--- src/sv/cfr_pkg.sv ---
`timescale 1ns / 1ps
`default_nettype none
// ----------------------------------------------------------------------------
// cfr_pkg
// Shared types and constants of the command frame receiver: transaction
// structs, event and error codes, frame layout and command bytes.
// ----------------------------------------------------------------------------
package cfr_pkg;

  localparam int FRAME_BYTES = 7;
  localparam int CNT_W       = $clog2(FRAME_BYTES);
  localparam logic [CNT_W-1:0] LAST_IDX = CNT_W'(FRAME_BYTES - 1);

  typedef logic [7:0] byte_t;
  typedef byte_t [FRAME_BYTES-1:0] frame_t;

  // frame layout and command bytes
  localparam byte_t HDR_FIRST    = 8'h07;
  localparam byte_t HDR_SECOND   = 8'hE0;
  localparam byte_t CMD_ERASE    = 8'hF0;
  localparam byte_t CMD_CAPACITY = 8'hF1;
  localparam byte_t CMD_DATA     = 8'hFF;
  localparam byte_t FLAG_OK      = 8'h01;
  localparam byte_t FLAG_FAIL    = 8'h02;

  // fault erase key: (seed * KEY_MUL + KEY_ADD) mod 2^16
  localparam logic [15:0] KEY_MUL = 16'h9164;
  localparam logic [15:0] KEY_ADD = 16'h1665;

  // configuration register indexes
  typedef enum logic {
    REG_SLAVE_ADDR = 1'b0,
    REG_KEY_SEED   = 1'b1
  } cfg_reg_t;

  typedef enum logic [2:0] {
    EVT_REJECT   = 3'd0,
    EVT_REPORT   = 3'd1,
    EVT_CLEARED  = 3'd2,
    EVT_CAPACITY = 3'd3,
    EVT_MISMATCH = 3'd4,
    EVT_IGNORED  = 3'd5
  } evt_t;

  typedef enum logic [1:0] {
    ERR_NONE     = 2'd0,
    ERR_HEADER   = 2'd1,
    ERR_ADDRESS  = 2'd2,
    ERR_CHECKSUM = 2'd3
  } err_t;

  typedef struct packed {
    byte_t rx_byte;
    logic  burst_end;
  } in_t;

  typedef struct packed {
    evt_t        event_res;
    err_t        error_code;
    logic [15:0] capacity_value;
    logic        tx_valid;
    byte_t       tx_byte;
    logic        last;
  } out_t;

  // decoded frame: what the emitter sends
  typedef struct packed {
    evt_t        event_res;
    err_t        error_code;
    logic [15:0] capacity_value;
    logic        rsp;
    frame_t      tx;
  } desc_t;

endpackage
`default_nettype wire

--- src/sv/cfr_collect.sv ---
`timescale 1ns / 1ps
`default_nettype none
// ----------------------------------------------------------------------------
// cfr_collect
// Collects received bytes into a frame, drops the rest of a burst after a
// frame completes, and holds the completed frame until the emitter takes it.
// ----------------------------------------------------------------------------
module cfr_collect import cfr_pkg::*; (
  input  wire logic   clk,
  input  wire logic   rst_n,
  input  wire logic   in_valid,
  output logic        in_stall,
  input  wire in_t    in_data,
  input  wire logic   frame_take,
  output logic        frame_valid,
  output frame_t      frame
);

  byte_t            store_r [FRAME_BYTES-1];
  logic [CNT_W-1:0] byte_cnt_r, byte_cnt_nxt;
  logic             disc_r, disc_nxt;
  logic             fvalid_r, fvalid_nxt;
  frame_t           frame_r;
  logic             acc;
  logic             complete;

  // stall only while a finished frame waits for the emitter
  assign in_stall = fvalid_r && !frame_take;
  assign acc      = in_valid && !in_stall;
  assign complete = acc && !disc_r && (byte_cnt_r == LAST_IDX);

  // count and burst drop control
  always_comb begin
    byte_cnt_nxt = byte_cnt_r;
    disc_nxt     = disc_r;
    fvalid_nxt   = fvalid_r && !frame_take;
    if (acc) begin
      if (disc_r) begin
        if (in_data.burst_end) disc_nxt = 1'b0;
      end else if (byte_cnt_r == LAST_IDX) begin
        byte_cnt_nxt = '0;
        disc_nxt     = !in_data.burst_end;
        fvalid_nxt   = 1'b1;
      end else begin
        byte_cnt_nxt = byte_cnt_r + 1'b1;
      end
    end
  end

  always_ff @(posedge clk) begin
    if (!rst_n) begin
      byte_cnt_r <= '0;
      disc_r     <= 1'b0;
      fvalid_r   <= 1'b0;
    end else begin
      byte_cnt_r <= byte_cnt_nxt;
      disc_r     <= disc_nxt;
      fvalid_r   <= fvalid_nxt;
    end
  end

  // byte store and completed frame register
  always_ff @(posedge clk) begin
    if (acc && !disc_r && (byte_cnt_r != LAST_IDX)) begin
      store_r[byte_cnt_r] <= in_data.rx_byte;
    end
    if (complete) begin
      for (int i = 0; i < FRAME_BYTES - 1; i++) begin
        frame_r[i] <= store_r[i];
      end
      frame_r[FRAME_BYTES-1] <= in_data.rx_byte;
    end
  end

  assign frame_valid = fvalid_r;
  assign frame       = frame_r;

  // count rests at zero while a burst is dropped
  a_disc_cnt: assert property (@(posedge clk) disable iff (!rst_n)
    disc_r |-> byte_cnt_r == '0)
    else $error("byte count moved while dropping a burst");

endmodule
`default_nettype wire

--- src/sv/cfr_check.sv ---
`timescale 1ns / 1ps
`default_nettype none
// ----------------------------------------------------------------------------
// cfr_check
// Checks a completed frame (header, address, checksum), dispatches on the
// command byte and builds the response bytes with their checksum.
// ----------------------------------------------------------------------------
module cfr_check import cfr_pkg::*; (
  input  wire frame_t frame,
  input  wire byte_t  slave_addr,
  input  wire byte_t  key_seed,
  output desc_t       desc
);

  byte_t       sum;
  logic [15:0] key;
  logic [15:0] payload;
  byte_t       flag;

  // xor over the frame body, key derived from the seed
  always_comb begin
    sum = '0;
    for (int i = 0; i < FRAME_BYTES - 1; i++) begin
      sum = sum ^ frame[i];
    end
  end

  assign key     = ({8'd0, key_seed} * KEY_MUL) + KEY_ADD;
  assign payload = {frame[4], frame[5]};

  // checks in order, then command dispatch
  always_comb begin
    desc.event_res      = EVT_REJECT;
    desc.error_code     = ERR_NONE;
    desc.capacity_value = '0;
    desc.rsp            = 1'b0;
    flag                = FLAG_OK;
    if (frame[0] != HDR_FIRST || frame[1] != HDR_SECOND) begin
      desc.error_code = ERR_HEADER;
    end else if (frame[2] != slave_addr) begin
      desc.error_code = ERR_ADDRESS;
    end else if (sum != frame[FRAME_BYTES-1]) begin
      desc.error_code = ERR_CHECKSUM;
    end else begin
      case (frame[3])
        CMD_DATA: begin
          desc.event_res = (payload == 16'd0) ? EVT_REPORT : EVT_IGNORED;
        end
        CMD_ERASE: begin
          desc.rsp = 1'b1;
          if (key == payload) begin
            desc.event_res = EVT_CLEARED;
          end else begin
            desc.event_res = EVT_MISMATCH;
            flag           = FLAG_FAIL;
          end
        end
        CMD_CAPACITY: begin
          desc.rsp            = 1'b1;
          desc.event_res      = EVT_CAPACITY;
          desc.capacity_value = payload;
        end
        default: begin
          desc.event_res = EVT_IGNORED;
        end
      endcase
    end

    // response: request bytes 0..3, zero, flag, checksum
    desc.tx[0] = frame[0];
    desc.tx[1] = frame[1];
    desc.tx[2] = frame[2];
    desc.tx[3] = frame[3];
    desc.tx[4] = 8'h00;
    desc.tx[5] = flag;
    desc.tx[6] = frame[0] ^ frame[1] ^ frame[2] ^ frame[3] ^ flag;
  end

endmodule
`default_nettype wire

--- src/sv/cfr_emit.sv ---
`timescale 1ns / 1ps
`default_nettype none
// ----------------------------------------------------------------------------
// cfr_emit
// Holds one decoded frame and sends its results through the output
// register: one result for a plain event, seven for a response frame.
// ----------------------------------------------------------------------------
module cfr_emit import cfr_pkg::*; (
  input  wire logic  clk,
  input  wire logic  rst_n,
  input  wire logic  frame_valid,
  input  wire desc_t desc,
  output logic       frame_take,
  output logic       out_valid,
  input  wire logic  out_stall,
  output out_t       out_data
);

  desc_t            desc_r;
  logic             active_r, active_nxt;
  logic [CNT_W-1:0] cnt_r, cnt_nxt;
  logic             out_valid_r, out_valid_nxt;
  out_t             out_data_r;
  out_t             res;
  logic             out_free;
  logic             last_now;
  logic             finish;

  assign out_free   = !out_valid_r || !out_stall;
  assign last_now   = !desc_r.rsp || (cnt_r == LAST_IDX);
  assign finish     = active_r && out_free && last_now;
  assign frame_take = frame_valid && (!active_r || finish);

  // result for the current position
  always_comb begin
    res.event_res      = desc_r.event_res;
    res.error_code     = desc_r.error_code;
    res.capacity_value = desc_r.capacity_value;
    res.tx_valid       = desc_r.rsp;
    res.tx_byte        = desc_r.rsp ? desc_r.tx[cnt_r] : 8'h00;
    res.last           = last_now;
  end

  // sequencing
  always_comb begin
    active_nxt    = active_r;
    cnt_nxt       = cnt_r;
    out_valid_nxt = out_valid_r && out_stall;
    if (active_r && out_free) begin
      cnt_nxt       = cnt_r + 1'b1;
      out_valid_nxt = 1'b1;
    end
    if (finish) active_nxt = 1'b0;
    if (frame_take) begin
      active_nxt = 1'b1;
      cnt_nxt    = '0;
    end
  end

  always_ff @(posedge clk) begin
    if (!rst_n) begin
      active_r    <= 1'b0;
      cnt_r       <= '0;
      out_valid_r <= 1'b0;
    end else begin
      active_r    <= active_nxt;
      cnt_r       <= cnt_nxt;
      out_valid_r <= out_valid_nxt;
    end
  end

  always_ff @(posedge clk) begin
    if (frame_take) desc_r <= desc;
    if (active_r && out_free) out_data_r <= res;
  end

  assign out_valid = out_valid_r;
  assign out_data  = out_data_r;

  // checks
  a_take_active: assert property (@(posedge clk) disable iff (!rst_n)
    frame_take |=> active_r && cnt_r == '0)
    else $error("taken frame did not start at position zero");

  a_cnt_range: assert property (@(posedge clk) disable iff (!rst_n)
    active_r |-> cnt_r <= LAST_IDX)
    else $error("position ran past the frame");

  a_plain_last: assert property (@(posedge clk) disable iff (!rst_n)
    out_valid_r && !out_data_r.tx_valid |-> out_data_r.last)
    else $error("plain event result without last");

  a_rsp_noerr: assert property (@(posedge clk) disable iff (!rst_n)
    out_valid_r && out_data_r.tx_valid |-> out_data_r.error_code == ERR_NONE)
    else $error("response sent for a rejected frame");

endmodule
`default_nettype wire

--- src/sv/command_frame_receiver_unit.sv ---
`timescale 1ns / 1ps
`default_nettype none
// ----------------------------------------------------------------------------
// command_frame_receiver_unit
// Receives command frames byte by byte, checks and dispatches them, and
// reports events and response bytes.
//
//   channel | direction | ports                           | transaction
//   --------+-----------+---------------------------------+-----------------
//   in      | input     | in_valid, in_stall, in_data     | one received byte
//   out     | output    | out_valid, out_stall, out_data  | one result
//   cfg     | input     | cfg_we, cfg_idx, cfg_wdata      | register write
//
// A byte is taken every cycle while in_stall is low. After a frame's seventh
// byte is taken, its first result passes from the frame register through the
// decoded-frame holding register to the output register; results then follow
// one per cycle while out_stall is low: one result or seven for a response.
// The single decoded-frame holding register sets the rate: in_stall rises
// only while a finished frame waits behind an unfinished result sequence.
// Reset (synchronous, rst_n low) clears counters, valid flags and burst drop
// state and sets both registers to 1; no clearing pass. out_stall holds the
// output register; bytes still flow until a finished frame must wait in the frame register.
// ----------------------------------------------------------------------------
module command_frame_receiver_unit import cfr_pkg::*; (
  input  wire logic  clk,
  input  wire logic  rst_n,
  input  wire logic  in_valid,
  output logic       in_stall,
  input  wire in_t   in_data,
  output logic       out_valid,
  input  wire logic  out_stall,
  output out_t       out_data,
  input  wire logic  cfg_we,
  input  wire logic  cfg_idx,
  input  wire byte_t cfg_wdata
);

  byte_t  slave_addr_r;
  byte_t  key_seed_r;
  logic   frame_valid;
  logic   frame_take;
  frame_t frame;
  desc_t  desc;

  // configuration registers
  always_ff @(posedge clk) begin
    if (!rst_n) begin
      slave_addr_r <= 8'h01;
      key_seed_r   <= 8'h01;
    end else if (cfg_we) begin
      case (cfg_reg_t'(cfg_idx))
        REG_SLAVE_ADDR: slave_addr_r <= cfg_wdata;
        REG_KEY_SEED:   key_seed_r   <= cfg_wdata;
        default:        slave_addr_r <= slave_addr_r;
      endcase
    end
  end

  cfr_collect u_collect (
    .clk         (clk),
    .rst_n       (rst_n),
    .in_valid    (in_valid),
    .in_stall    (in_stall),
    .in_data     (in_data),
    .frame_take  (frame_take),
    .frame_valid (frame_valid),
    .frame       (frame)
  );

  cfr_check u_check (
    .frame      (frame),
    .slave_addr (slave_addr_r),
    .key_seed   (key_seed_r),
    .desc       (desc)
  );

  cfr_emit u_emit (
    .clk         (clk),
    .rst_n       (rst_n),
    .frame_valid (frame_valid),
    .desc        (desc),
    .frame_take  (frame_take),
    .out_valid   (out_valid),
    .out_stall   (out_stall),
    .out_data    (out_data)
  );

endmodule
`default_nettype wire

--- config.mk ---
export PLATFORM = sky130hd
export DESIGN_NAME = command_frame_receiver_unit
export DESIGN_NICKNAME = d
export VERILOG_FILES = /design/src/sv/cfr_pkg.sv /design/src/sv/cfr_collect.sv /design/src/sv/cfr_check.sv /design/src/sv/cfr_emit.sv /design/src/sv/command_frame_receiver_unit.sv
export SDC_FILE = /design/constraint.sdc
export NUM_CORES = 1
export LEC_CHECK = 0
export ABC_AREA = 0
export BUFFER_PORTS_ARGS = -buffer_cell sky130_fd_sc_hd__buf_4
export CAP_MARGIN = 20
export CORE_MARGIN = 2
export CORE_UTILIZATION = 55
export DETAILED_ROUTE_END_ITERATION = 10
export PLACE_DENSITY = 0.76
export SLEW_MARGIN = 20
export SYNTH_ARGS = -nofsm -noshare
export SYNTH_HDL_FRONTEND = slang
export SYNTH_HIERARCHICAL = 1
export SYNTH_SLANG_ARGS = --single-unit
--- constraint.sdc ---
create_clock -name clk -period 7.13 [get_ports clk]
set_input_delay 1.426 -clock clk [delete_from_list [all_inputs] [get_ports clk]]
set_output_delay 1.426 -clock clk [all_outputs]
set_load 0.02 [all_outputs]
==> results of run 1 <==
==> Yosys cell counts (15+ instances only) <==
cell	n
and3_1	18
buf_4	49
dfxtp_1	26
edfxtp_1	213
ha_1	35
inv_1	32
mux2i_1	15
nand2_1	46
nor2_1	16
xnor2_1	53
xor2_1	31
==> layer usage <==
layer,share of wire,vias to the layer above
met5,0,-
met4,0.029,0
met3,0.051,33
met2,0.50,196
met1,0.42,2875
li1,-,2730
==> through the flow <==
step,hold slack (ps),power (mW)
floorplan,400,1.76
global placement,402,1.80
detailed placement,405,1.82
CTS,414,3.09
global route,426,3.17
finish,416,3.07
==> sequential cells by signal, summed over array words and instances (netlist names) <==
register,flops
u_emit/active_r,1
u_collect/frame_valid,1
u_collect/disc_r,1
u_emit/desc_r,78
key_seed_r,8
u_emit/out_data,31
u_collect/store_r,48
u_emit/out_valid,1
u_emit/cnt_r,3
slave_addr_r,8
u_collect/frame,56
u_collect/byte_cnt_r,3
==> kinds of logic (layout without fill, tap and decap cells) <==
family	count (synthesis)	in the layout
flip-flops	239	239
AND/OR/NAND/NOR	159	159
buffers and inverters	98	139
XOR/XNOR	85	85
AO/OA/AOI/OAI	79	79
adder cells (fa/ha/maj)	46	46
multiplexers	31	31
other	1	14
==> worst paths after layout <==
| path | start | endpoint | cells after the start |
|---|---|---|---|
| setup / recovery | key_seed_r[2] | u_emit/desc_r[77] | 16 |
| hold / removal | u_collect/store_r[2][5] | u_collect/frame[21] | 0 |
| setup reg to reg | key_seed_r[2] | u_emit/desc_r[77] | 16 |
| hold reg to reg | u_collect/store_r[2][5] | u_collect/frame[21] | 0 |
==> worst register-to-register path: cells and delay by family, from the launching register on <==
| kind | cells | cell delay, ps |
|---|---|---|
| muxes | 1 | 140 |
| and+or+nand+nor | 4 | 870 |
| adders and majority gates | 5 | 1990 |
| AOI/OAI and AO/OA | 4 | 1100 |
| DFF | 1 | 620 |
| buffers and inverters | 2 | 90 |
==> power groups by stage <==
stage | registers [mW] | clock network (mW) | logic [mW]
after floorplan | 1.56 | 0 | 0.203
after detailed placement | 1.57 | 0 | 0.253
after CTS | 1.54 | 1.30 | 0.256
after global routing | 1.54 | 1.35 | 0.287
final | 1.54 | 1.28 | 0.259
after global placement | 1.56 | 0 | 0.240
==> final cells by class <==
type / count / area, um2
Tap cell: 265 / 332
Clock buffer: 26 / 608
Timing Repair Buffer: 61 / 465
Sequential cell: 239 / 6920
Multi-Input combinational cell: 414 / 3370
Fill cell: 1446 / 7360
Clock inverter: 18 / 209
Inverter: 34 / 130
==> metrics.md, run 1 <==
| Metric | Value |
|---|---|
| Status | `finished clean` |
| CP max stage cell | `dfxtp_1` |
| Routed vias | `a little under 6,000` |
| Routing usage on met2 | `0.335` |
| Cell family with most CP delay | `adder cells` |
| Clock slew at reported path FFs | `about 70 ps` |
| GRT Util Overall | `0.196` |
| Setup violations, final | `0` |
| Synth Area per Inst | `roughly 15 um2` |
| Critical path class | `reg2reg` |
| Nets | `about 840` |
| Post-CTS Setup Bufs | `0` |
| TritonCTS buffer count | `24` |
| Final setup TNS | `0 ps` |
| CTS tree | `yes` |
| Crit share post-route | `0.714` |
| Critical Path Most Common Cell | `ha_1` |
| Sequential share of power | `0.500` |
| Area growth, synth to finish | `11.3%` |
| DP Wirelength | `14.0 mm` |
| Int Pwr | `2.40 mW` |
| Primary FF master, synth | `edfxtp_1` |
| Root Driver | `clkbuf_16` |
| Unique masters post-synth | `74` |
| Clk pwr share | `0.416` |
| Synth Instances | `~740` |
| Combinational fraction of design power | `0.084` |
| Max clock buf depth | `3` |
| Commonest non-fill, non-tap cell in the layout | `edfxtp_1` |
| Reg2Reg Setup Slack | `slightly above 2000 ps` |
| Synth Area in Simple Gates | `0.0827` |
| Max Cap Viol | `0` |
| I/O pins | `between 50 and 60` |
| Wire length of the first global-routing pass | `~31 mm` |
| CTS H-tree depth | `1` |
| LEAKAGE | `about 4.2 nW` |
| Die H | `144 um` |
| Power Dens Cells | `255 mW/mm2` |
| Met1 GRT Util | `0.262` |
| Routed len/inst | `about 19 um` |
| Final Skew | `roughly 19 ps` |
| Area fraction in compound gates after synthesis | `0.0539` |
| Placed cell areas | `approximately 0.011 mm2` |
| Vias in the first global route | `between 5,000 and 6,000` |
| Met3 Use GR | `0.0252` |
| Die area | `0.0208 mm2` |
| Final std cells w/o fill | `1,057` |
| HP Class | `reg2reg` |
| Commonest non-fill, non-tap cells in the layout | `edfxtp_1, buf_4, xnor2_1` |
| Initial drt markers | `514` |
| N_diodes | `0` |
| Crit Path Max Fanout | `12` |
| Clk_lat worst skew | `between 500 and 600 ps` |
| Routed vias/inst | `between 5 and 6` |
| Peak supply drop | `roughly 150 uV` |
| Initial antenna violation count | `0` |
| Minimum clock period | `5090 ps` |
| Main combinational cell family by area after synthesis | `simple AND/OR/NAND/NOR gates` |
| Synthesis-stage register bit count | `around 240` |
| Routed Wire Length | `19.8 mm` |
| Post-synth EDFFs | `around 210` |
| Final Cell Area | `between 0.01 and 0.015 mm2` |
| Asr flop ratio synth | `0` |
| Final worst slack | `roughly 2000 ps` |
| Critical Path AT | `about 5300 ps` |
| CTS resizes | `0` |
| Startpoint types | `flip-flop` |
| Synth area leader | `edfxtp_1` |
| Mux share of post-synthesis cell area | `0.0389` |
| Sequential area share after synthesis | `0.639` |
| Die W | `roughly 140 um` |
| Sw frac | `0.218` |
| RD Place Congestion | `roughly 0.84` |
| Crit path cell chain | `ha_1, ha_1, inv_1, fa_1, fa_1, inv_1, ha_1, nand2_1, nor3b_2, nor3_1, or2_1, o32ai_1, mux2i_1, a211o_1, o211ai_4, o21ai_0` |
| Net switching power | `669 uW` |
| PortBufs | `between 50 and 60` |
| Fin. Hold Viols | `0` |
| Largest net degree at the start of global routing | `between 70 and 80` |
| Buffers plus inverters on the worst setup path | `2` |
| Yosys top cell area share | `0.591` |
| # DRC | `0` |
| Drt pass-1 iters | `5` |
| Num rows | `51` |
| CP endpoint kind | `flip-flop` |
| Antenna violation net count after detailed routing | `0` |
| Layout cells sized above 1 | `0.174` |
| Critical Path Max Stage Delay | `between 600 and 700 ps` |
| Post-synthesis adder-cell area fraction | `0.0608` |
| Unrepaired setup endpoints after global routing | `no` |
| YS warnings | `6` |
| Core ar. | `~0.019 mm2` |
| Fmax | `roughly 0.2 GHz` |
| Most Crowded Layer GR | `met2` |
| Final Slew Violations | `0` |
| Remaining Overflow, GRT | `0` |
| Synth area leaders | `edfxtp_1, dfxtp_1, xnor2_1, ha_1, buf_4` |
| Final core occ | `0.620` |
| Worst slack at placement | `around 2100 ps` |
| CTS Hold Bufs | `0` |
| TritonCTS Sinks | `roughly 240` |
| Post-synthesis cell area | `0.0108 mm2` |
| Inst Count DP | `1,012` |
| Worst-margin pin slew | `between 900 and 1000 ps` |
| Area share of xor/xnor cells in the synthesized design | `0.0695` |
| Starting Density | `0.558` |
| Worst slew margin | `0.370` |
| CP Data Required Time | `approximately 7400 ps` |
Power figures use the tool's default switching activity.
==> run 2: changes to the inputs <==
CORE_UTILIZATION = 61   (was 55)
PLACE_DENSITY = 0.79   (was 0.76)
clock period = 4.9 ns   (was 7.13 ns; I/O delays follow)
==> run 2 against run 1 <==
Total power increased by 50%. Core utilization up 8.1 points. Global-route usage is 2.4 points higher. Via count is 0.43% higher. Combinational power rose by 58%. Non-clock buffer count is 8 higher. Clock skew is 4.7 ps higher. Routed wire length grew 1.8%. Critical endpoint unchanged. Largest power group unchanged.
==> metrics.md, run 2 (synthesized netlist as in run 1, its figures left out) <==
| Metric | Value |
|---|---|
| Fin. Hold Viols | `0 (unchanged)` |
| Wire length of the first global-routing pass | `31.2 mm (was 31.0 mm)` |
| Routed len/inst | `19.6 um (was 18.7 um)` |
| CTS tree | `yes (unchanged)` |
| Final Skew | `23.2 ps (was 18.6 ps)` |
| Critical Path Most Common Cell | `ha_1 (unchanged)` |
| Final setup TNS | `0 ps (unchanged)` |
| Worst hold path cell count | `0 (unchanged)` |
| CTS H-tree depth | `1 (unchanged)` |
| Final Slew Violations | `0 (unchanged)` |
| I/O pins | `56 (unchanged)` |
| Routed vias/inst | `5.72 (was 5.52)` |
| Status | `finished clean (unchanged)` |
| Initial antenna violation count | `0 (unchanged)` |
| Critical Path Max Stage Delay | `540 ps (was 620 ps)` |
| Core ar. | `0.0173 mm2 (was 0.0194 mm2)` |
| Startpoint types | `flip-flop (unchanged)` |
| LEAKAGE | `4.34 nW (was 4.24 nW)` |
| Sequential share of power | `0.484 (was 0.500)` |
| Sw frac | `0.213 (was 0.218)` |
| Setup violations, final | `0 (unchanged)` |
| Remaining Overflow, GRT | `0 (unchanged)` |
| Largest net degree at the start of global routing | `79 (unchanged)` |
| Power Dens Cells | `380 mW/mm2 (was 255 mW/mm2)` |
| Commonest non-fill, non-tap cells in the layout | `edfxtp_1, buf_4, xnor2_1 (unchanged)` |
| GRT Util Overall | `0.220 (was 0.196)` |
| Clock slew at reported path FFs | `60 ps (was 70 ps)` |
| Max Cap Viol | `0 (unchanged)` |
| Fmax | `0.215 GHz (was 0.196 GHz)` |
| Routed vias | `5,859 (was 5,834)` |
| RD Place Congestion | `0.859 (was 0.845)` |
| CP endpoint kind | `flip-flop (unchanged)` |
| Clk_lat worst skew | `520 ps (about the same)` |
| PortBufs | `55 (unchanged)` |
| Area growth, synth to finish | `12.2% (was 11.3%)` |
| Num rows | `48 (was 51)` |
| Critical Path AT | `4910 ps (was 5330 ps)` |
| Crit Path Max Fanout | `6 (was 12)` |
| Nets | `851 (was 843)` |
| Reg2Reg Setup Slack | `240 ps (was 2040 ps)` |
| Combinational fraction of design power | `0.088 (was 0.084)` |
| Antenna violation net count after detailed routing | `0 (unchanged)` |
| R2R depth | `15 (was 16)` |
| Clk pwr share | `0.428 (was 0.416)` |
| Minimum clock period | `4660 ps (was 5090 ps)` |
| Routed Wire Length | `20.1 mm (was 19.8 mm)` |
| Peak supply drop | `217 uV (was 152 uV)` |
| CP Data Required Time | `5150 ps (was 7370 ps)` |
| Number of flip-flops in the largest register | `78 (unchanged)` |
| Critical path class | `reg2reg (unchanged)` |
| Hold Path Origin | `u_collect/store_r[3][2] (was u_collect/store_r[2][5])` |
| Initial drt markers | `600 (was 514)` |
| TritonCTS Sinks | `239 (unchanged)` |
| # DRC | `0 (unchanged)` |
| Die area | `0.0188 mm2 (was 0.0208 mm2)` |
| N_diodes | `0 (unchanged)` |
| HP Class | `reg2reg (unchanged)` |
| Storage element area | `0.00692 mm2 (about the same)` |
| Crit. path cell count | `15 (was 16)` |
| DP Wirelength | `13.8 mm (was 14.0 mm)` |
| Vias in the first global route | `5,916 (was 5,817)` |
| Most flops, register | `u_emit/desc_r (unchanged)` |
| Worst-margin pin slew | `968 ps (was 945 ps)` |
| Reg2reg start | `key_seed_r[2] (unchanged)` |
| Root Driver | `clkbuf_16 (unchanged)` |
| Commonest non-fill, non-tap cell in the layout | `edfxtp_1 (unchanged)` |
| Layout cells sized above 1 | `0.189 (was 0.174)` |
| Die W | `137 um (was 144 um)` |
| Hold worst-path end | `u_collect/frame[26] (was u_collect/frame[21])` |
| TritonCTS buffer count | `24 (unchanged)` |
| Int Pwr | `3.63 mW (was 2.40 mW)` |
| Buffers plus inverters on the worst setup path | `2 (unchanged)` |
| Crit share post-route | `0.951 (was 0.714)` |
| Final core occ | `0.702 (was 0.620)` |
| Die H | `137 um (was 144 um)` |
| Max clock buf depth | `3 (unchanged)` |
| Multi-input gate area | `0.00342 mm2 (was 0.00337 mm2)` |
| Filler cells | `1,136 (was 1,446)` |
| Starting Density | `0.625 (was 0.558)` |
| Net switching power | `982 uW (was 669 uW)` |
| Cell family with most CP delay | `adder cells (unchanged)` |
| Drt pass-1 iters | `5 (unchanged)` |
| CP max stage cell | `fa_1 (was dfxtp_1)` |
| Crit path cell chain | `ha_1, ha_1, inv_1, fa_1, fa_1, inv_1, ha_1, or3_4, a21o_4, a2bb2oi_4, nand4_1, a211o_1, a211o_1, o211ai_4, o21ai_1 (was ha_1, ha_1, inv_1, fa_1, fa_1, inv_1, ha_1, nand2_1, nor3b_2, nor3_1, or2_1, o32ai_1, mux2i_1, a211o_1, o211ai_4, o21ai_0)` |
| Final worst slack | `239 ps (was 2040 ps)` |
| Unrepaired setup endpoints after global routing | `no (unchanged)` |
| Worst slew margin | `0.355 (was 0.370)` |
| R2r endpoint | `u_emit/desc_r[77] (unchanged)` |
| Worst slack at placement | `129 ps (was 2120 ps)` |
run 2: cell types whose count changed in the layout (fill, tap and decap cells not counted), moves of 2 or more:
cell	before	now
clkinv_2	6	1
bufinv_16	4	6
clkinvlp_4	3	1
dfxtp_1	26	22
dfxtp_2	0	4
buf_4	60	69
run 2: worst max path at each step:
| stage | from | endpoint | slack, ps |
|---|---|---|---|
| final | key_seed_r[2] | u_emit/desc_r[77] | 240 |
| after global placement | key_seed_r[4] | u_emit/desc_r[77] | 300 |
| after global routing | key_seed_r[2] | u_emit/desc_r[77] | 3 |
| after CTS | key_seed_r[2] | u_emit/desc_r[77] | 60 |
| after detailed placement | key_seed_r[2] | u_emit/desc_r[77] | 130 |
| after floorplan | out_stall | u_collect/frame[0] | 150 |
run 2: worst reg2reg max path: cells and delay by family (launching register included):
family | cells | cell delay (ps)
adder cells (fa/ha/maj) | 5 | 1980
AND/OR/NAND/NOR | 2 | 530
AO/OA/AOI/OAI | 6 | 1450
flip-flops | 1 | 350
buffers and inverters | 2 | 90
run 2: metal layers:
layer,global-route usage,up-vias,wire length (um)
li1,-,2746,-
met1,0.296,2871,8560
met2,0.379,204,10200
met3,0.0280,38,959
met4,0.0641,0,435
met5,0,-,0
run 2: final cells by class:
| type | count | share of cell area |
|---|---|---|
| clock buffers | 28 | 0.0515 |
| clock inverters | 15 | 0.0199 |
| inverters | 34 | 0.0107 |
| multi-input cells | 414 | 0.282 |
| flip-flops and latches | 239 | 0.570 |
| well taps | 225 | 0.0232 |
| repair buffers | 69 | 0.0427 |
run 2: repair_timing:
item                                    4_1_cts  5_1_grt
buffers inserted                              0        3
gates resized for setup                       0       13
endpoints found under the setup margin        0        6
hold buffers                                  0        0
run 2: power groups by stage:
stage	logic, mW	clock network (mW)	registers, mW
2_1_floorplan	0.295	0	2.27
3_3_place_gp	0.359	0	2.27
3_5_place_dp	0.376	0	2.27
4_1_cts	0.383	2.00	2.23
5_1_grt	0.449	2.07	2.23
6_report	0.408	1.98	2.23
run 2: metrics by stage:
stage	total power, mW	cell area, um2	hold WS, ps	cells
3_3_place_gp	2.63	11200	402	978
2_1_floorplan	2.57	10900	400	751
4_1_cts	4.61	12100	404	1021
6_report	4.61	12100	409	1024
5_1_grt	4.75	12100	405	1024
3_5_place_dp	2.65	11200	405	978
==> run 3: changes to the inputs <==
ABC_AREA = 1   (was 0)
CORE_UTILIZATION = 62   (was 61)
PLACE_DENSITY = 0.8   (was 0.79)
==> run 3 against run 2 <==
Clock-buffer cell count decreased by 2. Critical endpoint unchanged. Sequential cell count unchanged. Combinational power increased by 20%. Area after synthesis increased by 5.2%. Register-to-register slack improved by 440 ps. Setup slack improved by 440 ps. Core utilization decreased by 1.5 points. Sequential power about the same. Sequential share of layout area decreased by 0.93 points. Total power decreased by 6.8%.
==> metrics.md, run 3 <==
| Metric | Value |
|---|---|
| Status | `finished clean (unchanged)` |
| CP endpoint kind | `flip-flop (unchanged)` |
| TritonCTS buffer count | `22 (was 24)` |
| PortBufs | `55 (unchanged)` |
| Number of flip-flops in the largest register | `78 (unchanged)` |
| Buffers plus inverters on the worst setup path | `4 (was 2)` |
| Int Pwr | `3.29 mW (was 3.63 mW)` |
| Largest net degree at the start of global routing | `79 (unchanged)` |
| Crit path cell chain | `ha_1, ha_1, inv_1, fa_1, fa_1, inv_1, ha_1, nand2_1, inv_1, nand2_1, nand2_1, nand2_1, nand2_1, inv_1, nand2_1, nand2_1, nand3_1, nand2_1, nand2_1, nand2_1, nand4_2, nand2_2, o21ai_0 (was ha_1, ha_1, inv_1, fa_1, fa_1, inv_1, ha_1, or3_4, a21o_4, a2bb2oi_4, nand4_1, a211o_1, a211o_1, o211ai_4, o21ai_1)` |
| Synth Area per Inst | `10.9 um2 (was 14.7 um2)` |
| CTS resizes | `0 (unchanged)` |
| Final Skew | `22.6 ps (was 23.2 ps)` |
| Multi-input gate area | `0.00339 mm2 (was 0.00342 mm2)` |
| Crit share post-route | `0.862 (was 0.951)` |
| Post-CTS Setup Bufs | `0 (unchanged)` |
| Post-synthesis adder-cell area fraction | `0.0578 (was 0.0608)` |
| Root Driver | `clkbuf_16 (unchanged)` |
| Die area | `0.0195 mm2 (was 0.0188 mm2)` |
| CTS tree | `yes (unchanged)` |
| Num rows | `49 (was 48)` |
| Antenna violation net count after detailed routing | `0 (unchanged)` |
| Minimum clock period | `4220 ps (was 4660 ps)` |
| CTS Hold Bufs | `0 (unchanged)` |
| Synth area leaders | `edfxtp_1, nand2_1, inv_1, dfxtp_1, ha_1 (was edfxtp_1, dfxtp_1, xnor2_1, ha_1, buf_4)` |
| Inst Count DP | `1,280 (was 978)` |
| Mux share of post-synthesis cell area | `0 (was 0.0389)` |
| Area share of xor/xnor cells in the synthesized design | `0.0431 (was 0.0695)` |
| Wire length of the first global-routing pass | `32.6 mm (was 31.2 mm)` |
| Max Cap Viol | `0 (unchanged)` |
| Synth Area in Simple Gates | `0.176 (was 0.0827)` |
| Vias in the first global route | `6,608 (was 5,916)` |
| Remaining Overflow, GRT | `0 (unchanged)` |
| Critical Path AT | `4450 ps (was 4910 ps)` |
| YS warnings | `6 (unchanged)` |
| Fmax | `0.237 GHz (was 0.215 GHz)` |
| Fin Hold WS | `417 ps (was 409 ps)` |
| CTS H-tree depth | `1 (unchanged)` |
| Final Slew Violations | `0 (unchanged)` |
| Final std cells w/o fill | `1,319 (was 1,024)` |
| Clk pwr share | `0.364 (was 0.428)` |
| LEAKAGE | `5.29 nW (was 4.34 nW)` |
| Max clock buf depth | `3 (unchanged)` |
| Core ar. | `0.0180 mm2 (was 0.0173 mm2)` |
| Startpoint types | `flip-flop (unchanged)` |
| Worst slack at placement | `693 ps (was 129 ps)` |
| Clock slew at reported path FFs | `60 ps (about the same)` |
| Initial antenna violation count | `0 (unchanged)` |
| Storage element area | `0.00692 mm2 (about the same)` |
| Placed cell areas | `0.0117 mm2 (was 0.0112 mm2)` |
| Critical Path Most Common Cell | `nand2_1 (was ha_1)` |
| CP max stage cell | `fa_1 (unchanged)` |
| Starting Density | `0.634 (was 0.625)` |
| TritonCTS Sinks | `239 (unchanged)` |
| Most common cell in the netlist | `nand2_1 (was edfxtp_1)` |
| List of most frequent post-synthesis cells | `nand2_1, edfxtp_1, inv_1, nor2_1, nand3_1 (was edfxtp_1, xnor2_1, buf_4, nand2_1, ha_1)` |
| Yosys top cell area share | `0.562 (was 0.591)` |
| Area fraction in compound gates after synthesis | `0.0159 (was 0.0539)` |
| Worst-margin pin slew | `944 ps (was 968 ps)` |
| Synth Instances | `1,040 (was 738)` |
| Asr flop ratio synth | `0 (unchanged)` |
| # DRC | `0 (unchanged)` |
| CP Data Required Time | `5120 ps (was 5150 ps)` |
| Routed len/inst | `15.5 um (was 19.6 um)` |
| Critical Path Max Stage Delay | `540 ps (about the same)` |
| Final setup TNS | `0 ps (unchanged)` |
| Critical path class | `reg2reg (unchanged)` |
| I/O pins | `56 (unchanged)` |
| Initial drt markers | `513 (was 600)` |
| N_diodes | `0 (unchanged)` |
| DP Wirelength | `14.6 mm (was 13.8 mm)` |
| Unique masters post-synth | `38 (was 74)` |
| GRT Util Overall | `0.212 (was 0.220)` |
| Post-synth EDFFs | `213 (unchanged)` |
| Commonest non-fill, non-tap cell in the layout | `nand2_1 (was edfxtp_1)` |
| Crit Path Max Fanout | `8 (was 6)` |
| Unrepaired setup endpoints after global routing | `no (unchanged)` |
| Combinational fraction of design power | `0.114 (was 0.088)` |
| Final Cell Area | `0.0123 mm2 (was 0.0121 mm2)` |
| Layout cells sized above 1 | `0.125 (was 0.189)` |
| Peak supply drop | `274 uV (was 217 uV)` |
| Setup violations, final | `0 (unchanged)` |
| Filler cells | `1,267 (was 1,136)` |
| Primary FF master, synth | `edfxtp_1 (unchanged)` |
| Die H | `140 um (was 137 um)` |
| Die W | `140 um (was 137 um)` |
| Synthesis-stage register bit count | `239 (unchanged)` |
| Routed vias/inst | `5.20 (was 5.72)` |
| Net switching power | `1.02 mW (was 982 uW)` |
| Sw frac | `0.236 (was 0.213)` |
| Cell family with most CP delay | `adder cells (unchanged)` |
| Sequential area share after synthesis | `0.608 (was 0.639)` |
| Sequential share of power | `0.522 (was 0.484)` |
| Drt pass-1 iters | `7 (was 5)` |
| Main combinational cell family by area after synthesis | `simple AND/OR/NAND/NOR gates (unchanged)` |
| Final worst slack | `678 ps (was 239 ps)` |
| Nets | `1,144 (was 851)` |
| Synth area leader | `edfxtp_1 (unchanged)` |
| Fin. Hold Viols | `0 (unchanged)` |
| Most flops, register | `u_emit/desc_r (unchanged)` |
| Post-synthesis cell area | `0.0114 mm2 (was 0.0108 mm2)` |
| HP Class | `reg2reg (unchanged)` |
| Power Dens Cells | `349 mW/mm2 (was 380 mW/mm2)` |
| Worst slew margin | `0.371 (was 0.355)` |
| Area growth, synth to finish | `8.33% (was 12.2%)` |
| Commonest non-fill, non-tap cells in the layout | `nand2_1, edfxtp_1, inv_1 (was edfxtp_1, buf_4, xnor2_1)` |
| Clk_lat worst skew | `510 ps (was 520 ps)` |
| Routed vias | `6,859 (was 5,859)` |
| Routed Wire Length | `20.5 mm (was 20.1 mm)` |
| RD Place Congestion | `0.864 (was 0.859)` |
run 3: power groups by stage:
stage	registers, mW	clock network (mW)	logic (mW)
after floorplan	2.28	0	0.384
after global placement	2.29	0	0.460
after detailed placement	2.29	0	0.482
after CTS	2.24	1.59	0.489
after global routing	2.24	1.66	0.568
final	2.24	1.57	0.490
run 3: metrics by stage:
step | utilization | power, mW
after floorplan | - | 2.67
after global placement | 0.650 | 2.75
after detailed placement | 0.650 | 2.77
after CTS | 0.686 | 4.32
after global routing | 0.686 | 4.47
final | 0.686 | 4.30
run 3: per-layer routing:
| metal | share of wire | vias to the layer above | wire (um) | GRT usage |
|---|---|---|---|---|
| li1 | - | 3402 | - | - |
| met1 | 0.42 | 3201 | 8550 | 0.274 |
| met2 | 0.50 | 205 | 10300 | 0.369 |
| met3 | 0.048 | 51 | 978 | 0.0234 |
| met4 | 0.033 | 0 | 683 | 0.0867 |
| met5 | 0 | - | 0 | 0 |
run 3: cell type report:
class                   instances  share of cell area
clock buffers                  26              0.0459
repair buffers                 60              0.0365
well taps                     229              0.0232
multi-input cells             592               0.275
clock inverters                13             0.00791
inverters                     160              0.0504
flip-flops and latches        239               0.561
run 3: path summary, 6_finish.rpt:
kind                           startpoint                 end  slack, ps  cells after the start
setup reg to reg            key_seed_r[2]   u_emit/desc_r[77]        680                     23
hold reg to reg   u_collect/store_r[0][6]  u_collect/frame[6]        420                      0
setup / recovery            key_seed_r[2]   u_emit/desc_r[77]        680                     23
hold / removal    u_collect/store_r[0][6]  u_collect/frame[6]        420                      0
run 3: logic make-up after synthesis:
| family | after synthesis |
|---|---|
| other | 1 |
| flip-flops | 239 |
| buffers and inverters | 222 |
| adder cells (fa/ha/maj) | 46 |
| AO/OA/AOI/OAI | 33 |
| AND/OR/NAND/NOR | 443 |
| XOR/XNOR | 56 |
